[src/sv/ntc_pkg.sv]
// Shared types, widths, breakpoint table and codes for the NTC code-to-temperature block.
// No dependencies; every other file of the block imports this package.

package ntc_pkg;

	localparam int POINT_COUNT = 14;
	localparam int TABLE_CAP   = 32;
	localparam int FRAC_BITS   = 8;
	localparam int LAST        = POINT_COUNT - 1;

	localparam int CODE_W   = 12;
	localparam int BASE_W   = 7;
	localparam int STEP_W   = 5;
	localparam int TEMP_W   = 18;
	localparam int STATUS_W = 2;

	localparam int SEG_W   = $clog2(POINT_COUNT);
	localparam int DIFF_W  = CODE_W;
	localparam int NUM_W   = DIFF_W + STEP_W + FRAC_BITS;
	localparam int RECIP_W = NUM_W + 1;
	localparam int QUO_W   = STEP_W + FRAC_BITS;
	localparam int DEG_W   = SEG_W + STEP_W + 2;

	localparam int CFG_IDX_W  = 1;
	localparam int CFG_DATA_W = (BASE_W > STEP_W) ? BASE_W : STEP_W;

	localparam logic [CFG_IDX_W-1:0] REG_BASE = CFG_IDX_W'(0);
	localparam logic [CFG_IDX_W-1:0] REG_STEP = CFG_IDX_W'(1);

	localparam logic [STATUS_W-1:0] ST_INTERP = STATUS_W'(0);
	localparam logic [STATUS_W-1:0] ST_COLD   = STATUS_W'(1);
	localparam logic [STATUS_W-1:0] ST_HOT    = STATUS_W'(2);

	localparam logic signed [BASE_W-1:0] BASE_RESET = -BASE_W'(10);
	localparam logic [STEP_W-1:0]        STEP_RESET = STEP_W'(10);

	typedef logic [CODE_W-1:0]         code_t;
	typedef logic [DIFF_W-1:0]         diff_t;
	typedef logic [SEG_W-1:0]          seg_t;
	typedef logic [NUM_W-1:0]          num_t;
	typedef logic [QUO_W-1:0]          quo_t;
	typedef logic signed [BASE_W-1:0]  base_t;
	typedef logic [STEP_W-1:0]         step_t;
	typedef logic signed [TEMP_W-1:0]  temp_t;
	typedef logic [STATUS_W-1:0]       status_t;

	// descending breakpoints; entries past the built-in ones read as zero
	localparam code_t NTC_POINTS [TABLE_CAP] = '{
		0: CODE_W'(3950), 1: CODE_W'(3820), 2: CODE_W'(3640), 3: CODE_W'(3400),
		4: CODE_W'(3100), 5: CODE_W'(2760), 6: CODE_W'(2390), 7: CODE_W'(2020),
		8: CODE_W'(1680), 9: CODE_W'(1380), 10: CODE_W'(1120), 11: CODE_W'(900),
		12: CODE_W'(720), 13: CODE_W'(580), default: '0
	};

	// result of the segment search
	typedef struct packed {
		status_t status;
		seg_t    seg;
		logic    hit;
	} loc_t;

	// sideband carried alongside the divider
	typedef struct packed {
		status_t                  status;
		logic signed [DEG_W-1:0]  deg;
	} side_t;

	function automatic code_t point_at(input int i);
		code_t p;
		p = '0;
		if (i >= 0 && i < TABLE_CAP) begin
			p = NTC_POINTS[i];
		end
		return p;
	endfunction

endpackage

[src/sv/ntc_adc_to_temperature.sv]
// Top level of the NTC code-to-temperature converter: configuration registers,
// final quotient correction and output stage. Depends on ntc_pkg, ntc_locate,
// ntc_scale and ntc_divide.
//
// Usage:
//   Request: drive adc_code and raise start; it is taken at a rising edge with
//   start high and busy low. busy is always low, so a request may come every cycle.
//   Result: done is high for exactly one cycle with temperature_q8 (signed, 8
//   fraction bits, truncated) and range_status (interpolated, cold clamp, hot
//   clamp), one result per cycle.
//   The receiver cannot stall; every result is presented once and dropped after.
//   The pipeline has five register stages: segment search, numerator and
//   segment base, reciprocal multiply, quotient back-multiply, correction and sum.
//   Configuration: wr_en with wr_index 0 writes base_temperature, index 1 writes
//   temperature_step, from the low bits of wr_data. Write only while no request
//   is in flight.
//   Reset: clears the pipeline valid bits and sets base_temperature to -10 and
//   temperature_step to 10.

module ntc_adc_to_temperature (
	input  logic                                  clk,
	input  logic                                  arst_n,
	input  logic                                  start,
	input  ntc_pkg::code_t                        adc_code,
	output logic                                  busy,
	input  logic                                  wr_en,
	input  logic [ntc_pkg::CFG_IDX_W-1:0]         wr_index,
	input  logic [ntc_pkg::CFG_DATA_W-1:0]        wr_data,
	output logic                                  done,
	output ntc_pkg::temp_t                        temperature_q8,
	output ntc_pkg::status_t                      range_status
);
	import ntc_pkg::*;

	localparam int SUM_W  = DEG_W + FRAC_BITS + 1;
	localparam int WIDE_W = (SUM_W > TEMP_W + 1) ? SUM_W : TEMP_W + 1;
	localparam logic signed [WIDE_W-1:0] OUT_MAX = WIDE_W'((longint'(1) << (TEMP_W - 1)) - 1);
	localparam logic signed [WIDE_W-1:0] OUT_MIN = -WIDE_W'(longint'(1) << (TEMP_W - 1));

	base_t base_q;
	step_t step_q;

	logic  accept;
	logic  valid_s1, valid_s2, valid_s4;
	loc_t  loc_s1;
	diff_t diff_s1;
	num_t  num_s2;
	seg_t  seg_s2;
	side_t side_s2, side_s4;
	num_t  num_s4, qd_s4, rem;
	quo_t  qest_s4, quo;
	diff_t den_s4;

	logic signed [WIDE_W-1:0] sum;
	temp_t                    temp_sat;

	assign busy   = 1'b0;
	assign accept = start && !busy;

	always_ff @(posedge clk or negedge arst_n) begin
		if (!arst_n) begin
			base_q <= BASE_RESET;
			step_q <= STEP_RESET;
		end else if (wr_en) begin
			case (wr_index)
				REG_BASE: base_q <= wr_data[BASE_W-1:0];
				REG_STEP: step_q <= wr_data[STEP_W-1:0];
				default: ;
			endcase
		end
	end

	ntc_locate u_locate (
		.clk      (clk),
		.arst_n   (arst_n),
		.in_valid (accept),
		.adc_code (adc_code),
		.valid_s1 (valid_s1),
		.loc_s1   (loc_s1),
		.diff_s1  (diff_s1)
	);

	ntc_scale u_scale (
		.clk      (clk),
		.arst_n   (arst_n),
		.valid_s1 (valid_s1),
		.loc_s1   (loc_s1),
		.diff_s1  (diff_s1),
		.base     (base_q),
		.step     (step_q),
		.valid_s2 (valid_s2),
		.num_s2   (num_s2),
		.seg_s2   (seg_s2),
		.side_s2  (side_s2)
	);

	ntc_divide u_divide (
		.clk      (clk),
		.arst_n   (arst_n),
		.valid_s2 (valid_s2),
		.num_s2   (num_s2),
		.seg_s2   (seg_s2),
		.side_s2  (side_s2),
		.valid_s4 (valid_s4),
		.num_s4   (num_s4),
		.qd_s4    (qd_s4),
		.qest_s4  (qest_s4),
		.den_s4   (den_s4),
		.side_s4  (side_s4)
	);

	// estimate is exact or one short; bump it when a full divisor remains
	assign rem = num_s4 - qd_s4;
	assign quo = (rem >= NUM_W'(den_s4)) ? qest_s4 + QUO_W'(1) : qest_s4;
	assign sum = (WIDE_W'($signed(side_s4.deg)) <<< FRAC_BITS) + WIDE_W'(quo);

	always_comb begin
		if (sum > OUT_MAX) begin
			temp_sat = OUT_MAX[TEMP_W-1:0];
		end else if (sum < OUT_MIN) begin
			temp_sat = OUT_MIN[TEMP_W-1:0];
		end else begin
			temp_sat = sum[TEMP_W-1:0];
		end
	end

	always_ff @(posedge clk or negedge arst_n) begin
		if (!arst_n) begin
			done <= 1'b0;
		end else begin
			done <= valid_s4;
		end
	end

	always_ff @(posedge clk) begin
		temperature_q8 <= temp_sat;
		range_status   <= side_s4.status;
	end

`ifndef ASSERT_OFF
	a_latency: assert property (@(posedge clk) disable iff (!arst_n)
		accept |-> ##5 done)
		else $error("request did not produce a result after five cycles");

	a_no_spurious: assert property (@(posedge clk) disable iff (!arst_n)
		done |-> $past(accept, 5))
		else $error("result without a matching request");

	a_quo_bound: assert property (@(posedge clk) disable iff (!arst_n)
		valid_s4 |-> ({1'b0, rem} < ({1'b0, NUM_W'(den_s4)} << 1)))
		else $error("reciprocal quotient estimate off by more than one");

	a_status_code: assert property (@(posedge clk) disable iff (!arst_n)
		done |-> (range_status == ST_INTERP || range_status == ST_COLD
			|| range_status == ST_HOT))
		else $error("undefined range status on output");
`endif

endmodule

[src/sv/ntc_locate.sv]
// Stage 1: compares the ADC code against every breakpoint and picks clamp or segment.
// Depends on ntc_pkg.

module ntc_locate (
	input  logic           clk,
	input  logic           arst_n,
	input  logic           in_valid,
	input  ntc_pkg::code_t adc_code,
	output logic           valid_s1,
	output ntc_pkg::loc_t  loc_s1,
	output ntc_pkg::diff_t diff_s1
);
	import ntc_pkg::*;

	loc_t  loc;
	diff_t diff;

	always_comb begin
		loc.status = ST_INTERP;
		loc.seg    = '0;
		loc.hit    = 1'b0;
		diff       = '0;
		if (adc_code >= point_at(0)) begin
			loc.status = ST_COLD;
			loc.hit    = 1'b1;
		end else if (adc_code <= point_at(LAST)) begin
			loc.status = ST_HOT;
			loc.seg    = SEG_W'(LAST);
			loc.hit    = 1'b1;
		end else begin
			// walk downward so the lowest matching segment wins
			for (int i = LAST - 1; i >= 0; i--) begin
				if (adc_code <= point_at(i) && adc_code > point_at(i + 1)) begin
					loc.seg = SEG_W'(i);
					loc.hit = 1'b1;
					diff    = point_at(i) - adc_code;
				end
			end
		end
	end

	always_ff @(posedge clk or negedge arst_n) begin
		if (!arst_n) begin
			valid_s1 <= 1'b0;
		end else begin
			valid_s1 <= in_valid;
		end
	end

	always_ff @(posedge clk) begin
		loc_s1  <= loc;
		diff_s1 <= diff;
	end

endmodule

[src/sv/ntc_scale.sv]
// Stage 2: forms the interpolation numerator and the segment start temperature.
// Depends on ntc_pkg.

module ntc_scale (
	input  logic           clk,
	input  logic           arst_n,
	input  logic           valid_s1,
	input  ntc_pkg::loc_t  loc_s1,
	input  ntc_pkg::diff_t diff_s1,
	input  ntc_pkg::base_t base,
	input  ntc_pkg::step_t step,
	output logic           valid_s2,
	output ntc_pkg::num_t  num_s2,
	output ntc_pkg::seg_t  seg_s2,
	output ntc_pkg::side_t side_s2
);
	import ntc_pkg::*;

	logic [DIFF_W+STEP_W-1:0] prod;
	logic [SEG_W+STEP_W-1:0]  ofs;
	logic signed [DEG_W-1:0]  deg;
	side_t                    side;

	assign prod = diff_s1 * step;
	assign ofs  = loc_s1.seg * step;
	assign deg  = DEG_W'(base) + DEG_W'(ofs);

	always_comb begin
		side.status = loc_s1.status;
		side.deg    = loc_s1.hit ? deg : '0;
	end

	always_ff @(posedge clk or negedge arst_n) begin
		if (!arst_n) begin
			valid_s2 <= 1'b0;
		end else begin
			valid_s2 <= valid_s1;
		end
	end

	always_ff @(posedge clk) begin
		num_s2  <= NUM_W'(prod) << FRAC_BITS;
		seg_s2  <= loc_s1.seg;
		side_s2 <= side;
	end

endmodule

[src/sv/ntc_divide.sv]
// Stages 3 and 4: divides the numerator by the segment width through a per-segment
// reciprocal; the quotient estimate is low by at most one. Depends on ntc_pkg.

module ntc_divide (
	input  logic           clk,
	input  logic           arst_n,
	input  logic           valid_s2,
	input  ntc_pkg::num_t  num_s2,
	input  ntc_pkg::seg_t  seg_s2,
	input  ntc_pkg::side_t side_s2,
	output logic           valid_s4,
	output ntc_pkg::num_t  num_s4,
	output ntc_pkg::num_t  qd_s4,
	output ntc_pkg::quo_t  qest_s4,
	output ntc_pkg::diff_t den_s4,
	output ntc_pkg::side_t side_s4
);
	import ntc_pkg::*;

	logic [RECIP_W-1:0]       recip_tab [POINT_COUNT];
	diff_t                    den_tab   [POINT_COUNT];
	logic [NUM_W+RECIP_W-1:0] prod;

	logic  valid_s3;
	num_t  num_s3;
	quo_t  qest_s3;
	diff_t den_s3;
	side_t side_s3;

	for (genvar g = 0; g < POINT_COUNT; g++) begin : g_seg
		localparam int     DEN      = int'(point_at(g)) - int'(point_at(g + 1));
		localparam int     DEN_SAFE = (DEN > 0) ? DEN : 1;
		localparam longint RECIP    = (longint'(1) << NUM_W) / DEN_SAFE;
		assign recip_tab[g] = RECIP_W'(RECIP);
		assign den_tab[g]   = DIFF_W'(DEN_SAFE);
	end

	assign prod = num_s2 * recip_tab[seg_s2];

	always_ff @(posedge clk or negedge arst_n) begin
		if (!arst_n) begin
			valid_s3 <= 1'b0;
			valid_s4 <= 1'b0;
		end else begin
			valid_s3 <= valid_s2;
			valid_s4 <= valid_s3;
		end
	end

	always_ff @(posedge clk) begin
		qest_s3 <= prod[NUM_W +: QUO_W];
		num_s3  <= num_s2;
		den_s3  <= den_tab[seg_s2];
		side_s3 <= side_s2;

		qd_s4   <= NUM_W'(qest_s3 * den_s3);
		qest_s4 <= qest_s3;
		num_s4  <= num_s3;
		den_s4  <= den_s3;
		side_s4 <= side_s3;
	end

endmodule
[config.mk]
export PLATFORM = sky130hd
export DESIGN_NAME = ntc_adc_to_temperature
export DESIGN_NICKNAME = d
export VERILOG_FILES = /design/src/sv/ntc_pkg.sv /design/src/sv/ntc_adc_to_temperature.sv /design/src/sv/ntc_locate.sv /design/src/sv/ntc_scale.sv /design/src/sv/ntc_divide.sv
export SDC_FILE = /design/constraint.sdc
export NUM_CORES = 1
export LEC_CHECK = 0
export ABC_AREA = 1
export BUFFER_PORTS_ARGS = -buffer_cell sky130_fd_sc_hd__buf_2
export CAP_MARGIN = 10
export CORE_MARGIN = 2
export CORE_UTILIZATION = 62
export CTS_CLUSTER_SIZE = 12
export DETAILED_ROUTE_END_ITERATION = 7
export GPL_TIMING_DRIVEN = 0
export PLACE_DENSITY_LB_ADDON = 0.1
export RECOVER_POWER = 100
export SYNTH_ARGS = -nofsm -noshare
export SYNTH_HDL_FRONTEND = slang
export SYNTH_HIERARCHICAL = 1
export SYNTH_SLANG_ARGS = --single-unit
export TNS_END_PERCENT = 10
[constraint.sdc]
create_clock -name clk -period 7.58 [get_ports clk]
set_clock_uncertainty 0.05 [all_clocks]
set_input_delay 1.516 -clock clk [delete_from_list [all_inputs] [get_ports clk]]
set_output_delay 1.516 -clock clk [all_outputs]
set_load 0.05 [all_outputs]
Yosys cells after proc, flatten, opt, wreduce, memory -nomap -nowiden --
Memories as Yosys holds them, arrays and structs flattened. A register that Yosys moved wholly into a read port is not among the register bits. Cells that the tools add are included.
Storage, ports and cells: bits in registers 213, memory bits (read-only) 608, input port bits 24, output and inout port bits 22, logic and storage cells 202, memories kept 2
Memories:
- (no name shown) | depth 16, bits a word 26, read ports 1, clocked after memory_dff 0, write ports 0, RTL line ntc_divide.sv:38 | assign prod = num_s2 * recip_tab[seg_s2];
- (no name shown) | depth 16, bits a word 12, read ports 1, clocked after memory_dff 1, write ports 0, RTL line ntc_divide.sv:53 | den_s3 <= den_tab[seg_s2];
Operators by class: $add $sub $neg 17, multiply operators 4, $lt $le $gt $ge 32, multiplexer cells 99, bitwise gates (word level) 2, reduce and logical (&&, ||, !) cells 18
Operators with widths (count):
- 12-bit 2-to-1 mux | 80
- 12-bit > comparator | 13
- 12-bit less-or-equal comparator | 13
- 12-bit subtractor | 13
- 5-bit 2-to-1 mux | 14
- 26-bit 2-to-1 mux | 2
- 17-bit by 26-bit multiplier with 30-bit output | 1
- 25-bit by 12-bit greater-or-equal comparator with 1-bit output | 1
- 13-bit by 12-bit multiplier with 25-bit output | 1
- 25-bit subtractor | 1
- 19-bit by 14-bit adder with 20-bit output | 1
- 20-bit by 18-bit > comparator with 1-bit output (second input constant) | 1
- 20-bit by 18-bit < comparator with 1-bit output (second input constant) | 1
- 18-bit 2-to-1 mux | 1
- 12-bit by 5-bit multiplier with 17-bit output | 1
- 14-bit OR reduction | 1
- 13-bit by 1-bit adder with 13-bit output (second input constant) | 1
- 1-bit logical AND | 13
- 13-bit 2-to-1 mux | 1
- 12-bit greater-or-equal comparator (second input constant) | 1
- 12-bit by 10-bit less-or-equal comparator with 1-bit output (second input constant) | 1
- 7-bit by 10-bit adder with 11-bit output | 1
- 4-bit by 5-bit multiplier with 9-bit output | 1
- 5-bit greater-or-equal comparator (second input constant) | 1
- other kinds (6) | 7

Longest topological paths before layout --
depth in word-level cells 22, gate-level depth with buffers 39, gate-level depth less buffers 38

Cells and area by module --
The synthesis kept the hierarchy.
By module, submodules not included:
- ntc_divide | times used 1, cells each 2688, area an instance 22059.9 um2, sequential area each 2932.8 um2
- ntc_adc_to_temperature | times used 1, cells each 792, area an instance 4503.1 um2, sequential area each 734.5 um2
- ntc_scale | times used 1, cells each 580, area an instance 4023.9 um2, sequential area each 705.7 um2
- ntc_locate | times used 1, cells each 602, area an instance 3290.7 um2, sequential area each 405.4 um2

Worst setup path after synthesis --
No wires, ideal clock.
path type reg2reg, start register u_scale.seg_s2[0], end register u_divide.qest_s3[8], library setup time 0.072 ns, arrival time 6.824 ns, required time 7.458 ns, setup slack 0.634 ns, stages on the path, launching flop included 29, path buffers 1, clock period less this slack 6.946 ns, path through dfxtp_1 inv_1 ha_1 nor2_1 nand2_2 nand2_1 clkbuf_1 nor2_1 fa_1 inv_1 fa_1 inv_1 fa_1 inv_1 fa_1 inv_1 fa_1 fa_1 inv_1 fa_1 inv_1 ha_1 a21oi_1 o21ai_0 o21a_1 nor2_1 nand2_1 a21oi_1 xnor2_1
On the way: word-level cells in the longest chain between the ends 5
Ends and longest elaborated chain:
- start, declared | RTL line ntc_scale.sv:14 | output ntc_pkg::seg_t seg_s2,
- start signal, assigned | RTL line ntc_scale.sv:43 | seg_s2 <= loc_s1.seg;
- 4-bit inverter with 5-bit output (not written as such) | RTL line ntc_divide.sv:38
- memory 16 x 26 bit
- 26-bit 2-to-1 mux (not written as such) (2 in a row) | RTL line ntc_divide.sv:38
- 17-bit by 26-bit multiplier with 30-bit output | RTL line ntc_divide.sv:38
- via u_divide.prod[33] | RTL line ntc_divide.sv:22 | logic [NUM_W+RECIP_W-1:0] prod;
- end signal, assigned | RTL line ntc_divide.sv:51 | qest_s3 <= prod[NUM_W +: QUO_W];
- end, declared | RTL line ntc_divide.sv:26 | quo_t qest_s3;
The timed path passes the listed nets, and every way through them passes these cells. The select of a mux whose other input is x is not followed. A chain may end at the register's enable or synchronous reset.

Final worst setup path --
start register u_scale.seg_s2[0], end register u_divide.qest_s3[12]
Same word-level chain as after synthesis.

==> impl_results.md <==
* CTS Buffer Depth at 3
* DRT iter0 DRCs at 2553
* Num ports at 46
* Antenna viol nets, final at 0
* WP data arrival at 7860 ps
* Status: completed
* CTS tree: done
* Crit path launch type: flip-flop
* Peak Freq at 134 MHz
* Most frequent cells in the layout: inv_1 (1150), nand2_1 (1129), fa_1 (468)
* Crit path max-delay cell type: fa_2
* Synth top area cells: fa_1 (28%), dfxtp_1 (13%), inv_1 (13%)
* Flop2flop setup slack at 120 ps
* Gate count of the mapped netlist at 4662
* Tightest Hold Check Type: reg -> reg
* Async SR Flop Fraction at 7.26%
* FF-to-FF path depth at 31
* Gr usage total at 37.5%
* Number of synthesized flops with an enable pin at 0
* Critical-path maximum fanout at 10
* Cts bufs inserted at 27
* HPWL after DPL at 84.7 mm
* WL/cell at 18.9 um
* Reg2Reg Launch Point: u_scale/seg_s2[0]$_DFF_P_
* Max cap viols at 0
* Unrepaired setup endpoints after global routing: yes
* Die Y at 238 um
* Hold Buf Count CTS at 0
* H-tree depth at 1
* Top-area cell type share of the netlist area at 28.0%
* Site row count at 85
* Area grow syn2layout at 7.18%
* R2r endpoint: u_divide/qest_s3[12]$_DFF_P_
* Register area share after synthesis at 14.1%
* Slew of the pin with the lowest slew margin at 1060 ps
* Crit path buf inv count at 8
* Later-pin clock latency in the skew report at 570 ps
* Yosys reg bits at 234
* Pin count of the biggest net entering global routing at 18
* Multi-input gate area at 0.0241 sq mm
* Endpoints failing setup at 0
* First-pass GRT wire length at 161 mm
* Synth Flop Type: dfxtp_1
* CTS sink count at 234
* Vias per inst at 5.39
* Crit-path leading delay family: adder cells
* Hold Path Origin: u_divide/side_s3[12]$_DFF_P_
* Initial antenna violation count at 2
* Placed Area at 0.0350 sq mm
* Final Util at 67.3%
* Remaining global-route overflow at 0
* Hold path endpoint: u_divide/side_s4[12]$_DFF_P_
* Final Cell Area at 0.0363 sq mm
* Storage cell area at 0.00479 sq mm
* Critical Path RT at 7980 ps
* DRC errors left at 0
* Die Wd at 238 um
* Final Net Count at 5571
* Initial core utilization at 62.8%
* Commonest non-fill, non-tap cell in the layout: inv_1
* Area of the core at 0.0539 sq mm
* Mean Syn Cell Area at 7.27 sq um
* Worst Hold Path Cells at 0
* Global placer's final weighted congestion at 1.04
* TritonRoute pass-1 iters at 6
* Routed wire length at 103 mm
* Final Hold Fails at 0
* Buffers on Ports at 39
* Setup crit end kind: flip-flop
* Cell Area, Synth at 0.0339 sq mm
* Clock root cell: clkbuf_16
* Critical Path Max Stage Delay at 640 ps
* Number of global-route vias before repair at 29200
* Crit path time final at 7460 ps
* Vias at 29500
* Warnings, synthesis at 6
* Tcrit/Tclk final at 98.4%
* WS Path Type: reg -> reg
* Netlist cell types at 66
* Die ar. at 0.0565 sq mm
* Share of layout cells above drive strength 1 at 8.00%
* Relative slew slack at 27.4%
* Synth area leader: fa_1
* Slew Viols, Final at 0
* FILL cells at 4798
* Clock transition at path regs at 60 ps
[routing by layer]
layer  track usage, %  routed length, um  up-vias
li1                 -                  -    13900
met1             49.2              41000    14000
met2             59.4              46200     1395
met3             7.76              10400      254
met4             18.2               5770        0
met5                0                  0        -
[worst reg2reg max path, delay by kind of cell, from the launching register on]
| kind | cells | cell delay, ps |
|---|---|---|
| fa+ha+maj | 9 | 4590 |
| simple gates | 13 | 1200 |
| buf+inv | 8 | 960 |
| flops | 1 | 420 |
| compound gates | 1 | 120 |
[worst max-delay path by stage]
stage	from	endpoint	slack, ps	depth (start not counted)
after floorplan	u_scale/seg_s2[0]$_DFF_P_	u_divide/qest_s3[8]$_DFF_P_	630	28
after global placement	u_scale/seg_s2[0]$_DFF_P_	u_divide/qest_s3[5]$_DFF_P_	-1110	25
after detailed placement	u_scale/seg_s2[0]$_DFF_P_	u_divide/qest_s3[5]$_DFF_P_	-1020	25
after CTS	u_scale/seg_s2[1]$_DFF_P_	u_divide/qest_s3[12]$_DFF_P_	8	33
after global routing	u_scale/seg_s2[2]$_DFF_P_	u_divide/qest_s3[12]$_DFF_P_	-70	30
final	u_scale/seg_s2[0]$_DFF_P_	u_divide/qest_s3[12]$_DFF_P_	120	31
[kinds of logic (layout without fill, tap and decap cells)]
| kind of cell | after synthesis | count (layout) | share of synthesized area, % |
|---|---|---|---|
| compound gates | 281 | 281 | 4.67 |
| xor+xnor | 93 | 93 | 2.43 |
| buf+inv | 1354 | 1455 | 15.5 |
| other cells | 3 | 14 | 0.0332 |
| fa+ha+maj | 791 | 791 | 39.7 |
| flops | 234 | 234 | 14.1 |
| mux | 2 | 2 | 0.0665 |
| simple gates | 1904 | 1904 | 23.5 |
[synth_stat cells, types with 40 or more instances]
cell / n
nand4_1: 45
clkbuf_1: 82
xor2_1: 77
inv_2: 48
nand2_1: 1134
ha_1: 318
a21oi_1: 122
nand2_2: 40
o21ai_0: 83
nand3_1: 170
nor2_1: 406
inv_1: 1157
dfxtp_1: 217
fa_1: 473
[repair_timing]
action,4_1_cts,5_1_grt
buffers inserted,12,7
gates resized for setup,55,64
endpoints found under the hold margin,0,0
endpoints found under the setup margin,13,13
pin swaps,2,4
[through the flow]
step	worst slack, ps	TNS [ps]	hold slack [ps]	instances
after floorplan	634	0	260	4672
after global placement	-1110	-11640	260	5407
after detailed placement	-1020	-10670	262	5407
after CTS	7.99	0	276	5464
after global routing	-69.4	-206	277	5469
final	122	0	267	5470
[final cells by class]
cell class	count	share of cell area, %
Sequential cell	234	13.2
Multi-Input combinational cell	3084	66.3
Inverter	1216	12.6
Antenna cell	1	0.00689
Timing Repair Buffer	58	0.961
Clock inverter	7	0.217
Buffer	135	2.06
Clock buffer	39	2.21
Tap cell	696	2.40
[flip-flops by register name (all words and copies together), names as in the netlist, 9 cells and up]
register	cells
u_divide/qest_s4	13
u_divide/num_s4	25
u_divide/num_s3	25
u_divide/qest_s3	13
u_divide/side_s3	13
u_locate/diff_s1	12
u_scale/num_s2	17
u_divide/qd_s4	24
temperature_q8	18
u_divide/side_s4	13
u_divide/den_s4	9
u_divide/den_s3	9
u_scale/side_s2	13
Power is left out: the tool's default activity adds up to more than one toggle a clock period on the data nets, which glitch-free logic cannot reach.
